**config.mk**
```make
export PLATFORM = sky130hd
export DESIGN_NAME = frame_content_bounding_box
export DESIGN_NICKNAME = d
export VERILOG_FILES = /design/src/rtl/core/fcbb_pkg.sv /design/src/rtl/core/frame_content_bounding_box.sv /design/src/rtl/core/fcbb_csr.sv /design/src/rtl/core/fcbb_tracker.sv
export SDC_FILE = /design/constraint.sdc
export NUM_CORES = 1
export LEC_CHECK = 0
export ABC_AREA = 1
export BUFFER_PORTS_ARGS = -buffer_cell sky130_fd_sc_hd__buf_2
export CORE_MARGIN = 2
export CORE_UTILIZATION = 35
export CTS_CLUSTER_SIZE = 40
export DETAILED_ROUTE_END_ITERATION = 8
export GPL_ROUTABILITY_DRIVEN = 0
export PLACE_DENSITY_LB_ADDON = 0.05
export SLEW_MARGIN = 20
export SYNTH_ARGS = -nofsm -noshare
export SYNTH_HDL_FRONTEND = slang
export SYNTH_SLANG_ARGS = --single-unit
```
**constraint.sdc**
```tcl
create_clock -name clock -period 9.1 [get_ports clock]
set_input_delay 0 -clock clock [delete_from_list [all_inputs] [get_ports clock]]
set_output_delay 0 -clock clock [all_outputs]
set_load 0.005 [all_outputs]
```
**src/rtl/core/fcbb_pkg.sv**
```systemverilog
// Shared types and constants for the frame content bounding box block.
// Holds the register map, field widths and the structs passed between
// the register file, the tracker and the top level. No dependencies.
package fcbb_pkg;

   localparam int PIXEL_W       = 24;
   localparam int DIM_REG_W     = 13;
   localparam int POS_W         = 12;
   localparam int SIZE_W        = 13;
   localparam int CSR_INDEX_W   = 2;
   localparam int CSR_DATA_W    = 24;
   localparam int RSP_TDATA_W   = 56;
   localparam int MAX_DIM_DFLT  = 4096;

   localparam logic [CSR_INDEX_W-1:0] REG_FRAME_WIDTH  = 2'd0;
   localparam logic [CSR_INDEX_W-1:0] REG_FRAME_HEIGHT = 2'd1;
   localparam logic [CSR_INDEX_W-1:0] REG_BACKGROUND   = 2'd2;

   localparam logic [DIM_REG_W-1:0] FRAME_WIDTH_RST  = 13'd4096;
   localparam logic [DIM_REG_W-1:0] FRAME_HEIGHT_RST = 13'd4096;
   localparam logic [PIXEL_W-1:0]   BACKGROUND_RST   = 24'd0;

   typedef struct packed {
      logic [DIM_REG_W-1:0] frame_width;
      logic [DIM_REG_W-1:0] frame_height;
      logic [PIXEL_W-1:0]   background_color;
   } cfg_type;

   typedef struct packed {
      logic              solid_frame;
      logic [POS_W-1:0]  crop_left;
      logic [POS_W-1:0]  crop_top;
      logic [SIZE_W-1:0] crop_width;
      logic [SIZE_W-1:0] crop_height;
   } crop_type;

endpackage

```
**src/rtl/core/frame_content_bounding_box.sv**
```systemverilog
// Top level of the frame content bounding box block: input register,
// configuration registers, tracker and result register.
// Depends on fcbb_pkg, fcbb_csr and fcbb_tracker.
//
//   channel  direction  payload
//   req      in         tdata: pixel_value
//   rsp      out        tuser: solid_frame; tdata: crop window
//   csr      in         index + data: frame_width, frame_height, background
//
// One pixel per cycle while no result is held back by rsp_tready; the frame's
// last pixel is taken into the input register, and the result register loads
// from it when that pixel steps the tracker, which raises rsp_tvalid.
// Synchronous active-high reset clears the frame counters, the box and both
// valid flags and loads the register defaults (4096 x 4096, black).
// A result held by rsp_tready low stalls the input register, and req_tready
// drops once that register is also full.
module frame_content_bounding_box #(
   parameter int MAX_DIM = fcbb_pkg::MAX_DIM_DFLT
) (
   input  logic                               clock,
   input  logic                               reset,
   input  logic                               req_tvalid,
   output logic                               req_tready,
   input  logic [fcbb_pkg::PIXEL_W-1:0]       req_tdata,   // [23:0] pixel_value
   output logic                               rsp_tvalid,
   input  logic                               rsp_tready,
   // [11:0] crop_left, [23:12] crop_top, [36:24] crop_width,
   // [49:37] crop_height, [55:50] zero
   output logic [fcbb_pkg::RSP_TDATA_W-1:0]   rsp_tdata,
   output logic [0:0]                         rsp_tuser,   // [0] solid_frame
   input  logic                               csr_valid,
   output logic                               csr_ready,
   input  logic [fcbb_pkg::CSR_INDEX_W-1:0]   csr_index,
   input  logic [fcbb_pkg::CSR_DATA_W-1:0]    csr_data
);

   fcbb_pkg::cfg_type  cfg;
   fcbb_pkg::crop_type crop;
   logic               frame_end;

   logic                         pix_valid_ff, pix_valid_in;
   logic [fcbb_pkg::PIXEL_W-1:0] pix_ff;
   logic                         rsp_valid_ff, rsp_valid_in;
   fcbb_pkg::crop_type           rsp_ff;
   logic                         advance;
   logic                         step;
   logic                         req_take;

   fcbb_csr u_csr (
      .clock     (clock),
      .reset     (reset),
      .csr_valid (csr_valid),
      .csr_ready (csr_ready),
      .csr_index (csr_index),
      .csr_data  (csr_data),
      .cfg       (cfg)
   );

   fcbb_tracker #(
      .MAX_DIM (MAX_DIM)
   ) u_tracker (
      .clock     (clock),
      .reset     (reset),
      .cfg       (cfg),
      .step      (step),
      .pixel     (pix_ff),
      .frame_end (frame_end),
      .crop      (crop)
   );

   // hold the input register while a result waits
   assign advance    = !(rsp_valid_ff && !rsp_tready);
   assign step       = pix_valid_ff && advance;
   assign req_tready = !pix_valid_ff || advance;
   assign req_take   = req_tvalid && req_tready;

   always_comb begin
      pix_valid_in = pix_valid_ff;
      if (req_take) begin
         pix_valid_in = 1'b1;
      end else if (advance) begin
         pix_valid_in = 1'b0;
      end
   end

   always_comb begin
      rsp_valid_in = rsp_valid_ff;
      if (step && frame_end) begin
         rsp_valid_in = 1'b1;
      end else if (rsp_tready) begin
         rsp_valid_in = 1'b0;
      end
   end

   always_ff @(posedge clock) begin
      if (reset) begin
         pix_valid_ff <= 1'b0;
         rsp_valid_ff <= 1'b0;
      end else begin
         pix_valid_ff <= pix_valid_in;
         rsp_valid_ff <= rsp_valid_in;
      end
   end

   always_ff @(posedge clock) begin
      if (req_take) begin
         pix_ff <= req_tdata;
      end
      if (step && frame_end) begin
         rsp_ff <= crop;
      end
   end

   assign rsp_tvalid = rsp_valid_ff;
   assign rsp_tuser  = rsp_ff.solid_frame;
   assign rsp_tdata  = {6'd0, rsp_ff.crop_height, rsp_ff.crop_width,
                        rsp_ff.crop_top, rsp_ff.crop_left};

   a_result_after_frame: assert property (@(posedge clock) disable iff (reset)
      (step && frame_end) |=> rsp_valid_ff)
      else $error("last pixel did not load a result");

   a_solid_is_empty: assert property (@(posedge clock) disable iff (reset)
      (rsp_valid_ff && rsp_tuser[0]) |-> (rsp_tdata == '0))
      else $error("solid frame result carries a window");

   a_no_step_on_stall: assert property (@(posedge clock) disable iff (reset)
      (rsp_valid_ff && !rsp_tready) |=> (rsp_valid_ff && $stable(rsp_ff)))
      else $error("held result overwritten");

endmodule

```
**src/rtl/core/fcbb_csr.sv**
```systemverilog
// Configuration registers of the frame content bounding box block.
// Decodes writes on the csr channel into frame size and background color.
// Depends on fcbb_pkg.
module fcbb_csr (
   input  logic                              clock,
   input  logic                              reset,
   input  logic                              csr_valid,
   output logic                              csr_ready,
   input  logic [fcbb_pkg::CSR_INDEX_W-1:0]  csr_index,
   input  logic [fcbb_pkg::CSR_DATA_W-1:0]   csr_data,
   output fcbb_pkg::cfg_type                 cfg
);

   fcbb_pkg::cfg_type cfg_ff;
   fcbb_pkg::cfg_type cfg_in;

   assign csr_ready = 1'b1;
   assign cfg       = cfg_ff;

   always_comb begin
      cfg_in = cfg_ff;
      if (csr_valid) begin
         unique case (csr_index)
            fcbb_pkg::REG_FRAME_WIDTH: begin
               cfg_in.frame_width = csr_data[fcbb_pkg::DIM_REG_W-1:0];
            end
            fcbb_pkg::REG_FRAME_HEIGHT: begin
               cfg_in.frame_height = csr_data[fcbb_pkg::DIM_REG_W-1:0];
            end
            fcbb_pkg::REG_BACKGROUND: begin
               cfg_in.background_color = csr_data[fcbb_pkg::PIXEL_W-1:0];
            end
            default: begin
               // unknown index: drop the write
            end
         endcase
      end
   end

   always_ff @(posedge clock) begin
      if (reset) begin
         cfg_ff.frame_width      <= fcbb_pkg::FRAME_WIDTH_RST;
         cfg_ff.frame_height     <= fcbb_pkg::FRAME_HEIGHT_RST;
         cfg_ff.background_color <= fcbb_pkg::BACKGROUND_RST;
      end else begin
         cfg_ff <= cfg_in;
      end
   end

endmodule

```
**src/rtl/core/fcbb_tracker.sv**
```systemverilog
// Raster position counters and running content box.
// Updates on each pixel step and forms the crop window on the last pixel.
// Depends on fcbb_pkg.
module fcbb_tracker #(
   parameter int MAX_DIM = fcbb_pkg::MAX_DIM_DFLT
) (
   input  logic                           clock,
   input  logic                           reset,
   input  fcbb_pkg::cfg_type              cfg,
   input  logic                           step,
   input  logic [fcbb_pkg::PIXEL_W-1:0]   pixel,
   output logic                           frame_end,
   output fcbb_pkg::crop_type             crop
);

   localparam int CW = (MAX_DIM > 1) ? $clog2(MAX_DIM) : 1;
   localparam int DW = CW + 1;

   logic [CW-1:0] col_ff, col_in;
   logic [CW-1:0] row_ff, row_in;
   logic [CW-1:0] lcol_ff, lcol_in;
   logic [CW-1:0] gcol_ff, gcol_in;
   logic [CW-1:0] lrow_ff, lrow_in;
   logic [CW-1:0] grow_ff, grow_in;
   logic          seen_ff, seen_in;

   logic [CW-1:0] lcol_up, gcol_up, lrow_up, grow_up;
   logic          seen_up;

   logic [DW-1:0] w_eff, h_eff;
   logic          row_end;
   logic          content;
   logic [DW-1:0] span_col, span_row;

   // Zero acts as one, anything above MAX_DIM as MAX_DIM.
   function automatic logic [DW-1:0] eff_dim(input logic [fcbb_pkg::DIM_REG_W-1:0] v);
      logic [DW-1:0] r;
      if (v == '0) begin
         r = DW'(1);
      end else if (32'(v) > 32'(MAX_DIM)) begin
         r = DW'(MAX_DIM);
      end else begin
         r = DW'(32'(v));
      end
      return r;
   endfunction

   assign w_eff     = eff_dim(cfg.frame_width);
   assign h_eff     = eff_dim(cfg.frame_height);
   assign row_end   = ({1'b0, col_ff} + DW'(1)) >= w_eff;
   assign frame_end = row_end && (({1'b0, row_ff} + DW'(1)) >= h_eff);
   assign content   = (pixel != cfg.background_color);

   // widen the box with the current pixel
   always_comb begin
      lcol_up = lcol_ff;
      gcol_up = gcol_ff;
      lrow_up = lrow_ff;
      grow_up = grow_ff;
      seen_up = seen_ff;
      if (step && content) begin
         if (!seen_ff) begin
            lcol_up = col_ff;
            gcol_up = col_ff;
            lrow_up = row_ff;
            grow_up = row_ff;
            seen_up = 1'b1;
         end else begin
            if (col_ff < lcol_ff) lcol_up = col_ff;
            if (col_ff > gcol_ff) gcol_up = col_ff;
            if (row_ff < lrow_ff) lrow_up = row_ff;
            if (row_ff > grow_ff) grow_up = row_ff;
         end
      end
   end

   always_comb begin
      col_in  = col_ff;
      row_in  = row_ff;
      lcol_in = lcol_up;
      gcol_in = gcol_up;
      lrow_in = lrow_up;
      grow_in = grow_up;
      seen_in = seen_up;
      if (step) begin
         priority if (frame_end) begin
            // clear for the next frame
            col_in  = '0;
            row_in  = '0;
            lcol_in = '0;
            gcol_in = '0;
            lrow_in = '0;
            grow_in = '0;
            seen_in = 1'b0;
         end else if (row_end) begin
            col_in = '0;
            row_in = row_ff + CW'(1);
         end else begin
            col_in = col_ff + CW'(1);
         end
      end
   end

   // The box of the last pixel itself must count, so build the window
   // from the updated box values.
   assign span_col = {1'b0, gcol_up} - {1'b0, lcol_up} + DW'(1);
   assign span_row = {1'b0, grow_up} - {1'b0, lrow_up} + DW'(1);

   always_comb begin
      crop = '0;
      if (seen_up) begin
         crop.solid_frame = 1'b0;
         crop.crop_left   = fcbb_pkg::POS_W'(32'(lcol_up));
         crop.crop_top    = fcbb_pkg::POS_W'(32'(lrow_up));
         crop.crop_width  = fcbb_pkg::SIZE_W'(32'(span_col));
         crop.crop_height = fcbb_pkg::SIZE_W'(32'(span_row));
      end else begin
         crop.solid_frame = 1'b1;
      end
   end

   always_ff @(posedge clock) begin
      if (reset) begin
         col_ff  <= '0;
         row_ff  <= '0;
         lcol_ff <= '0;
         gcol_ff <= '0;
         lrow_ff <= '0;
         grow_ff <= '0;
         seen_ff <= 1'b0;
      end else begin
         col_ff  <= col_in;
         row_ff  <= row_in;
         lcol_ff <= lcol_in;
         gcol_ff <= gcol_in;
         lrow_ff <= lrow_in;
         grow_ff <= grow_in;
         seen_ff <= seen_in;
      end
   end

   a_box_ordered: assert property (@(posedge clock) disable iff (reset)
      seen_ff |-> (lcol_ff <= gcol_ff) && (lrow_ff <= grow_ff))
      else $error("content box inverted");

   a_frame_clears: assert property (@(posedge clock) disable iff (reset)
      (step && frame_end) |=> (col_ff == '0) && (row_ff == '0) && !seen_ff)
      else $error("frame state not cleared after last pixel");

endmodule

```
# ---- Word-level counts from Yosys, hierarchy flattened
# Index checks and enable logic that the tools add are counted.
# W data, S select, Z words.
dict set report classes {
  div_mod_pow 0
  n_mul 0
  n_addsub 8
  order_cmp 8
  bitwise 0
  n_reduce_logical 19
  shift 0
  n_eq_ne 4
  muxes 36
}
# cell n
set op_table {}
lappend op_table {{$mux W12} 24}
lappend op_table {{$mux W13} 4}
lappend op_table {{$add A12 B1 Y13 const B} 2}
lappend op_table {{$add A13 B1 Y13 const B} 2}
lappend op_table {{$ge A13 B13 Y1} 2}
lappend op_table {{$gt A13 B13 Y1 const B} 2}
lappend op_table {{$logic_not A13 Y1} 2}
lappend op_table {{$sub A12 B12 Y13} 2}
lappend op_table {{$add A12 B1 Y12 const B} 2}
lappend op_table {{$gt A12 B12 Y1} 2}
lappend op_table {{$lt A12 B12 Y1} 2}
lappend op_table {{$ne A24 B24 Y1} 1}
lappend op_table {{$mux W1} 8}
lappend op_table {{$reduce_and A2 Y1} 4}
lappend op_table {{$logic_and A1 B1 Y1} 6}
lappend op_table {{$reduce_bool A2 Y1} 2}
lappend op_table {{$logic_not A1 Y1} 3}
lappend op_table {{$eq A2 B1 Y1 const B} 1}
lappend op_table {{$eq A2 B2 Y1 const B} 1}
lappend op_table {{$logic_not A2 Y1} 1}
lappend op_table {{$ne A2 B2 Y1 const B} 1}
lappend op_table {{$logic_or A1 B1 Y1} 1}
dict set report totals {
  output_inout_bits 60
  elab_cells 93
  latch_bits 0
  memories 0
  ff_bits 200
  rom_bits 0
  input_bits 55
  mem_bits_rw 0
}

# ---- Logic depth before layout (Yosys ltp)
dict set report logic_depth {
  depth_word 8
  depth_mapped 30
  mapped_depth_nobuf 29
}

# ---- By module
# A second synthesis with hierarchy kept.
dict set report unflattened {
  cells_unflattened 1681
  area_unflattened_um2 12169.2
}
# module n_inst cells_per_inst area_per_inst_um2 seq_area_each_um2
set by_module_without_submodules {}
lappend by_module_without_submodules {fcbb_tracker 1 1259 7631.1 1461.4}
lappend by_module_without_submodules {frame_content_bounding_box 1 100 2406.1 2292.2}
lappend by_module_without_submodules {fcbb_csr 1 322 2132.0 1001.0}

# ---- Worst setup path after synthesis
# Ideal clock, no wire load.
dict set report synth_timing {
  kind {register to register}
  start {register u_tracker.row_ff[1]}
  end {register rsp_ff (netlist bit rsp_tdata[0]) (enable)}
  slack_ns 5.462
  n_path_buf 0
  synth_period_minus_slack_ns 3.638
  arrival_time_ns 3.233
  path_stages_with_launch 19
  cell_sequence {dfxtp_1 > ha_1 > nand3_1 > nor2_1 > nand3_1 > nor2_1 > inv_1 > nor2_1 > xor2_1 > inv_1 > ha_1 > nand2_1 > inv_1 > nand3_1 > nor3_1 > nand2_1 > nand3_1 > nand3_1 > inv_1}
}
dict set report synth_between {
  elab_chain_len 4
}
# element line_no
set synth_lines {}
lappend synth_lines {{from (decl)} fcbb_tracker.sv:20} ;# logic [CW-1:0] row_ff, row_in;
lappend synth_lines {{from (signal assigned)} fcbb_tracker.sv:133} ;# row_ff <= row_in;
lappend synth_lines {{$add A12 B1 Y13} fcbb_tracker.sv:51} ;# assign frame_end = row_end && (({1'b0, row_ff} + DW'(1)) >= h_eff);
lappend synth_lines {{$ge A13 B13 Y1} fcbb_tracker.sv:51}
lappend synth_lines {{$logic_and A1 B1 Y1} fcbb_tracker.sv:51}
lappend synth_lines {{$logic_and A1 B1 Y1} frame_content_bounding_box.sv:109} ;# if (step && frame_end) begin
lappend synth_lines {{to (signal assigned)} frame_content_bounding_box.sv:110} ;# rsp_ff <= crop;
lappend synth_lines {{to (decl)} frame_content_bounding_box.sv:44} ;# fcbb_pkg::crop_type rsp_ff;
# No other way between the ends.
# A chain may end at the register's enable or synchronous reset.

# ---- Worst setup path in the final report
dict set report layout_timing {
  start {register u_tracker.col_ff[10]}
  end {register rsp_ff (netlist bit rsp_tdata[35]) (data pin)}
}
dict set report layout_between {
  elab_chain_len 6
}
# element line_no
set layout_lines {}
lappend layout_lines {{from (decl)} fcbb_tracker.sv:19} ;# logic [CW-1:0] col_ff, col_in;
lappend layout_lines {{from (signal assigned)} fcbb_tracker.sv:132} ;# col_ff <= col_in;
lappend layout_lines {{$gt A12 B12 Y1 or $lt A12 B12 Y1 (tied branches)} {fcbb_tracker.sv:70, fcbb_tracker.sv:69}}
lappend layout_lines {{$mux W12 (on tied branches)} {fcbb_tracker.sv:70, fcbb_tracker.sv:69}}
lappend layout_lines {{$mux W12} fcbb_tracker.sv:62} ;# if (!seen_ff) begin
lappend layout_lines {{$mux W12} fcbb_tracker.sv:61} ;# if (step && content) begin
lappend layout_lines {{$sub A12 B12 Y13 (*)} fcbb_tracker.sv:106} ;# assign span_col = {1'b0, gcol_up} - {1'b0, lcol_up} + DW'(1);
lappend layout_lines {{$add A13 B1 Y13 (*)} fcbb_tracker.sv:106}
# Mark *: on every way between the ends. The rest lies on a longest branch, timed or not.

==> flow_summary.toml <==
[worst_setup_path]
path_class = "reg -> reg"
reg2reg_depth = 23
crit-reg2reg-launch = "u_tracker.col_ff[10]"
critPathArrivalTime_ns = 4.50
rrSetupSlack_ns = 4.81
reg2reg_to = "rsp_tdata[35]"
critical_path_required_ns = 9.31
startpoint = "u_tracker.col_ff[10]"
cp_max_fo = 13
critPathCaptureType = "flip-flop"
start_kind = "flip-flop"

[detailed_routing]
postRouteAntennaNets = 0
wirelength_mm = 28.6
dr.pass1.iters = 5
first_iter_violations = 479
vias = 9744
vias_per_cell = 4.56
wl_per_cell_um = 13.4
post-route-drc-count = 0

[timing]
hold_viol = 0
fin_crit_ns = 4.29
whs_ns = 0.0655
tightest_slew_ns = 1.04
fmax_mhz = 233
setup_viol = 0
slew_viol_final = 0
slew_headroom_pct = 30.6
period_share_pct = 47.2
rsz0062_at_grt = "no"
fin_skew_ns = 0.0110
tns_ns = 0

[finish]
final_nets = 1861
drive_above_1_share_pct = 9.37
area_growth_pct = 17.4
diodes = 0

[min_path]
hold_end = "u_csr.cfg[36]"
holdPathStages = 3
min-delay-start = "csr_index[1]"
hp-class = "in -> reg"

[floorplan]
rows = 66
dieArea_sq_um = 34500
die_h_um = 186
start_util_pct = 35.6
die_w_um = 186
num_io_pins = 115
core_area_sq_um = 32500

[global_route]
first_global_vias = 9347
grt_max_degree = 64
antenna_found_initial = 0
grt_pass1_wl_mm = 47.5
gr-total-overflow = 0
globalRouteTotalUtil_pct = 17.4

[power]
power.density_nw_per_um2 = 163
ir_worst_vdd_mv = 0.133
leakagePower_nw = 6.68

[clock_tree]
cts_root_buf = "clkbuf_16"
numCtsBuffers = 17
clock_latency_ns = 0.45
cts_tree = "done"
clkTransAtPathRegs_ns = 0.07
htreeDepth = 4
cts_buffer_depth = 2
cts_num_sinks = 200
cts_resized = 0

[placed_design]
dp_hpwl_mm = 21.2
portBuffers = 107

[run]
max_cap_violations = 0

[synthesis]
async_reset_ff_share_pct = 0
avgSynthCellArea_sq_um = 7.49
syn_inst = 1544
synth_edf_count = 75
synthesis.area_sq_um = 11600
synth_cell_type_count = 34
seq_area_frac_synth_pct = 41.1
ys_warn_count = 0
synthFlopType = "dfxtp_1"
ys_ff_latch = 200

[status]
outcome = "completed"
-- sequential cells by signal, indices dropped and copies added (netlist names) --
register,cells
rsp_tdata,50
u_csr.cfg,50
pix_ff,24
u_tracker.col_ff,12
u_tracker.gcol_ff,12
u_tracker.grow_ff,12
u_tracker.lcol_ff,12
u_tracker.lrow_ff,12
u_tracker.row_ff,12
pix_valid_ff,1
rsp_tuser,1
rsp_tvalid,1
u_tracker.seen_ff,1
-- metal layers --
metal	global-route usage, %	vias to the layer above	routed length (um)
met2	27.3	176	12400
li1	-	5219	-
met4	5.13	0	488
met3	2.82	26	968
met1	24.5	4323	14700
met5	0	-	0
-- kinds of logic (layout without fill, tap and decap cells) --
group                    Yosys count  count (layout)  synth area share, %
AND/OR/NAND/NOR                  766             766                 27.2
AO/OA/AOI/OAI                    154             154                 6.89
XOR/XNOR                          22              22                 1.67
adder cells (fa/ha/maj)          122             122                 13.3
buffers and inverters            278             426                 9.75
other                              2               7               0.0649
flip-flops                       200             200                 41.1
-- worst max-delay path, cell delays in order (launching register included) --
cell     delay, ns
dfxtp_1       0.44
ha_1          0.27
nand2_1       0.14
inv_1         0.05
nand2_1       0.06
nand2_1       0.07
a21oi_1       0.12
nand2_1       0.06
nand2_1       0.35
nand3_1       0.48
nand2_1       0.17
nand2_1       0.13
ha_1          0.37
fa_1          0.45
nand2_1       0.08
inv_1         0.04
o21ai_0       0.14
nand2_1       0.12
nand3_1       0.08
nand3_1       0.10
nand2_1       0.08
nand2_1       0.06
nor2_1        0.10
nor2_1        0.05
-- where the power goes --
part	internal, mW	switching (mW)	total [mW]	leakage [nW]
combinational	0.172	0.280	0.452	4.69
clock	0.405	0.365	0.770	0.261
sequential	0.971	0.0168	0.988	1.73
total	1.55	0.662	2.21	6.68
-- worst max-delay path by stage --
stage | to | slack [ns]
2_1_floorplan | rsp_tdata[0] | 5.46
3_3_place_gp | rsp_tdata[35] | 4.82
3_5_place_dp | rsp_tdata[35] | 4.82
4_1_cts | rsp_tdata[43] | 4.78
5_1_grt | rsp_tdata[35] | 4.24
6_report | rsp_tdata[35] | 4.81
-- what timing repair did --
item | CTS | global route
hold buffers | 57 | 0
endpoints found under the hold margin | 87 | 0
setup buffers | 0 | 0
-- through the flow --
step	power [mW]	utilization, %	area, sq um	setup WS, ns	cells
final	2.21	41.7	13600	4.81	2139
after global routing	2.35	41.7	13600	4.24	2139
after CTS	2.24	41.7	13600	4.78	2139
after detailed placement	1.44	38.2	12400	4.82	2050
after global placement	1.45	38.2	12400	4.82	2050
after floorplan	1.34	-	11600	5.46	1549
-- Yosys cell counts (2+ instances only) --
cell / count / area, sq um
buf_4: 11 / 82.6
buf_6: 3 / 33.8
inv_2: 5 / 18.8
clkinv_1: 3 / 11.3
dfxtp_1: 125 / 2500
edfxtp_1: 75 / 2250
buf_1: 4 / 15.0
fa_1: 2 / 40.0
nor2_1: 239 / 897
ha_1: 120 / 1500
o2111ai_1: 2 / 17.5
o21ai_0: 65 / 325
o211ai_1: 2 / 15.0
xor2_1: 22 / 193
conb_1: 2 / 7.51
nor4_1: 5 / 31.3
a21oi_1: 78 / 390
buf_2: 16 / 80.1
nand3_1: 42 / 210
a21o_1: 3 / 22.5
nand3b_1: 2 / 15.0
clkbuf_1: 20 / 75.1
nand4_1: 64 / 400
inv_1: 216 / 811
or2_2: 6 / 37.5
nand2_1: 398 / 1490
nor3_1: 7 / 35.0
-- cells in the final DEF (no fill, tap or decap), drive strengths merged, types with 3 or more instances in the layout --
master	synthesis	final
or2	6	6
buf	34	113
nor2	239	239
ha	120	120
nor4	5	5
dlygate4sd3	0	57
clkbuf	20	17
nand3	43	43
edfxtp	75	75
conb	2	7
clkinvlp	0	7
clkinv	3	7
a21o	3	3
dfxtp	125	125
a21oi	78	78
inv	221	223
nand2	399	399
xor2	22	22
o21ai	66	66
nand4	64	64
nor3	8	8
-- final cells by class --
| cell class | count | area [sq um] |
|---|---|---|
| clock buffers | 17 | 425 |
| clock inverters | 15 | 151 |
| repair buffers | 170 | 1150 |
| multi-input cells | 1071 | 5700 |
| flip-flops and latches | 200 | 4750 |
| inverters | 224 | 841 |
| well taps | 442 | 553 |
| fillers | 3466 | 19000 |
No activity file was read; power rests on OpenSTA's default activity.
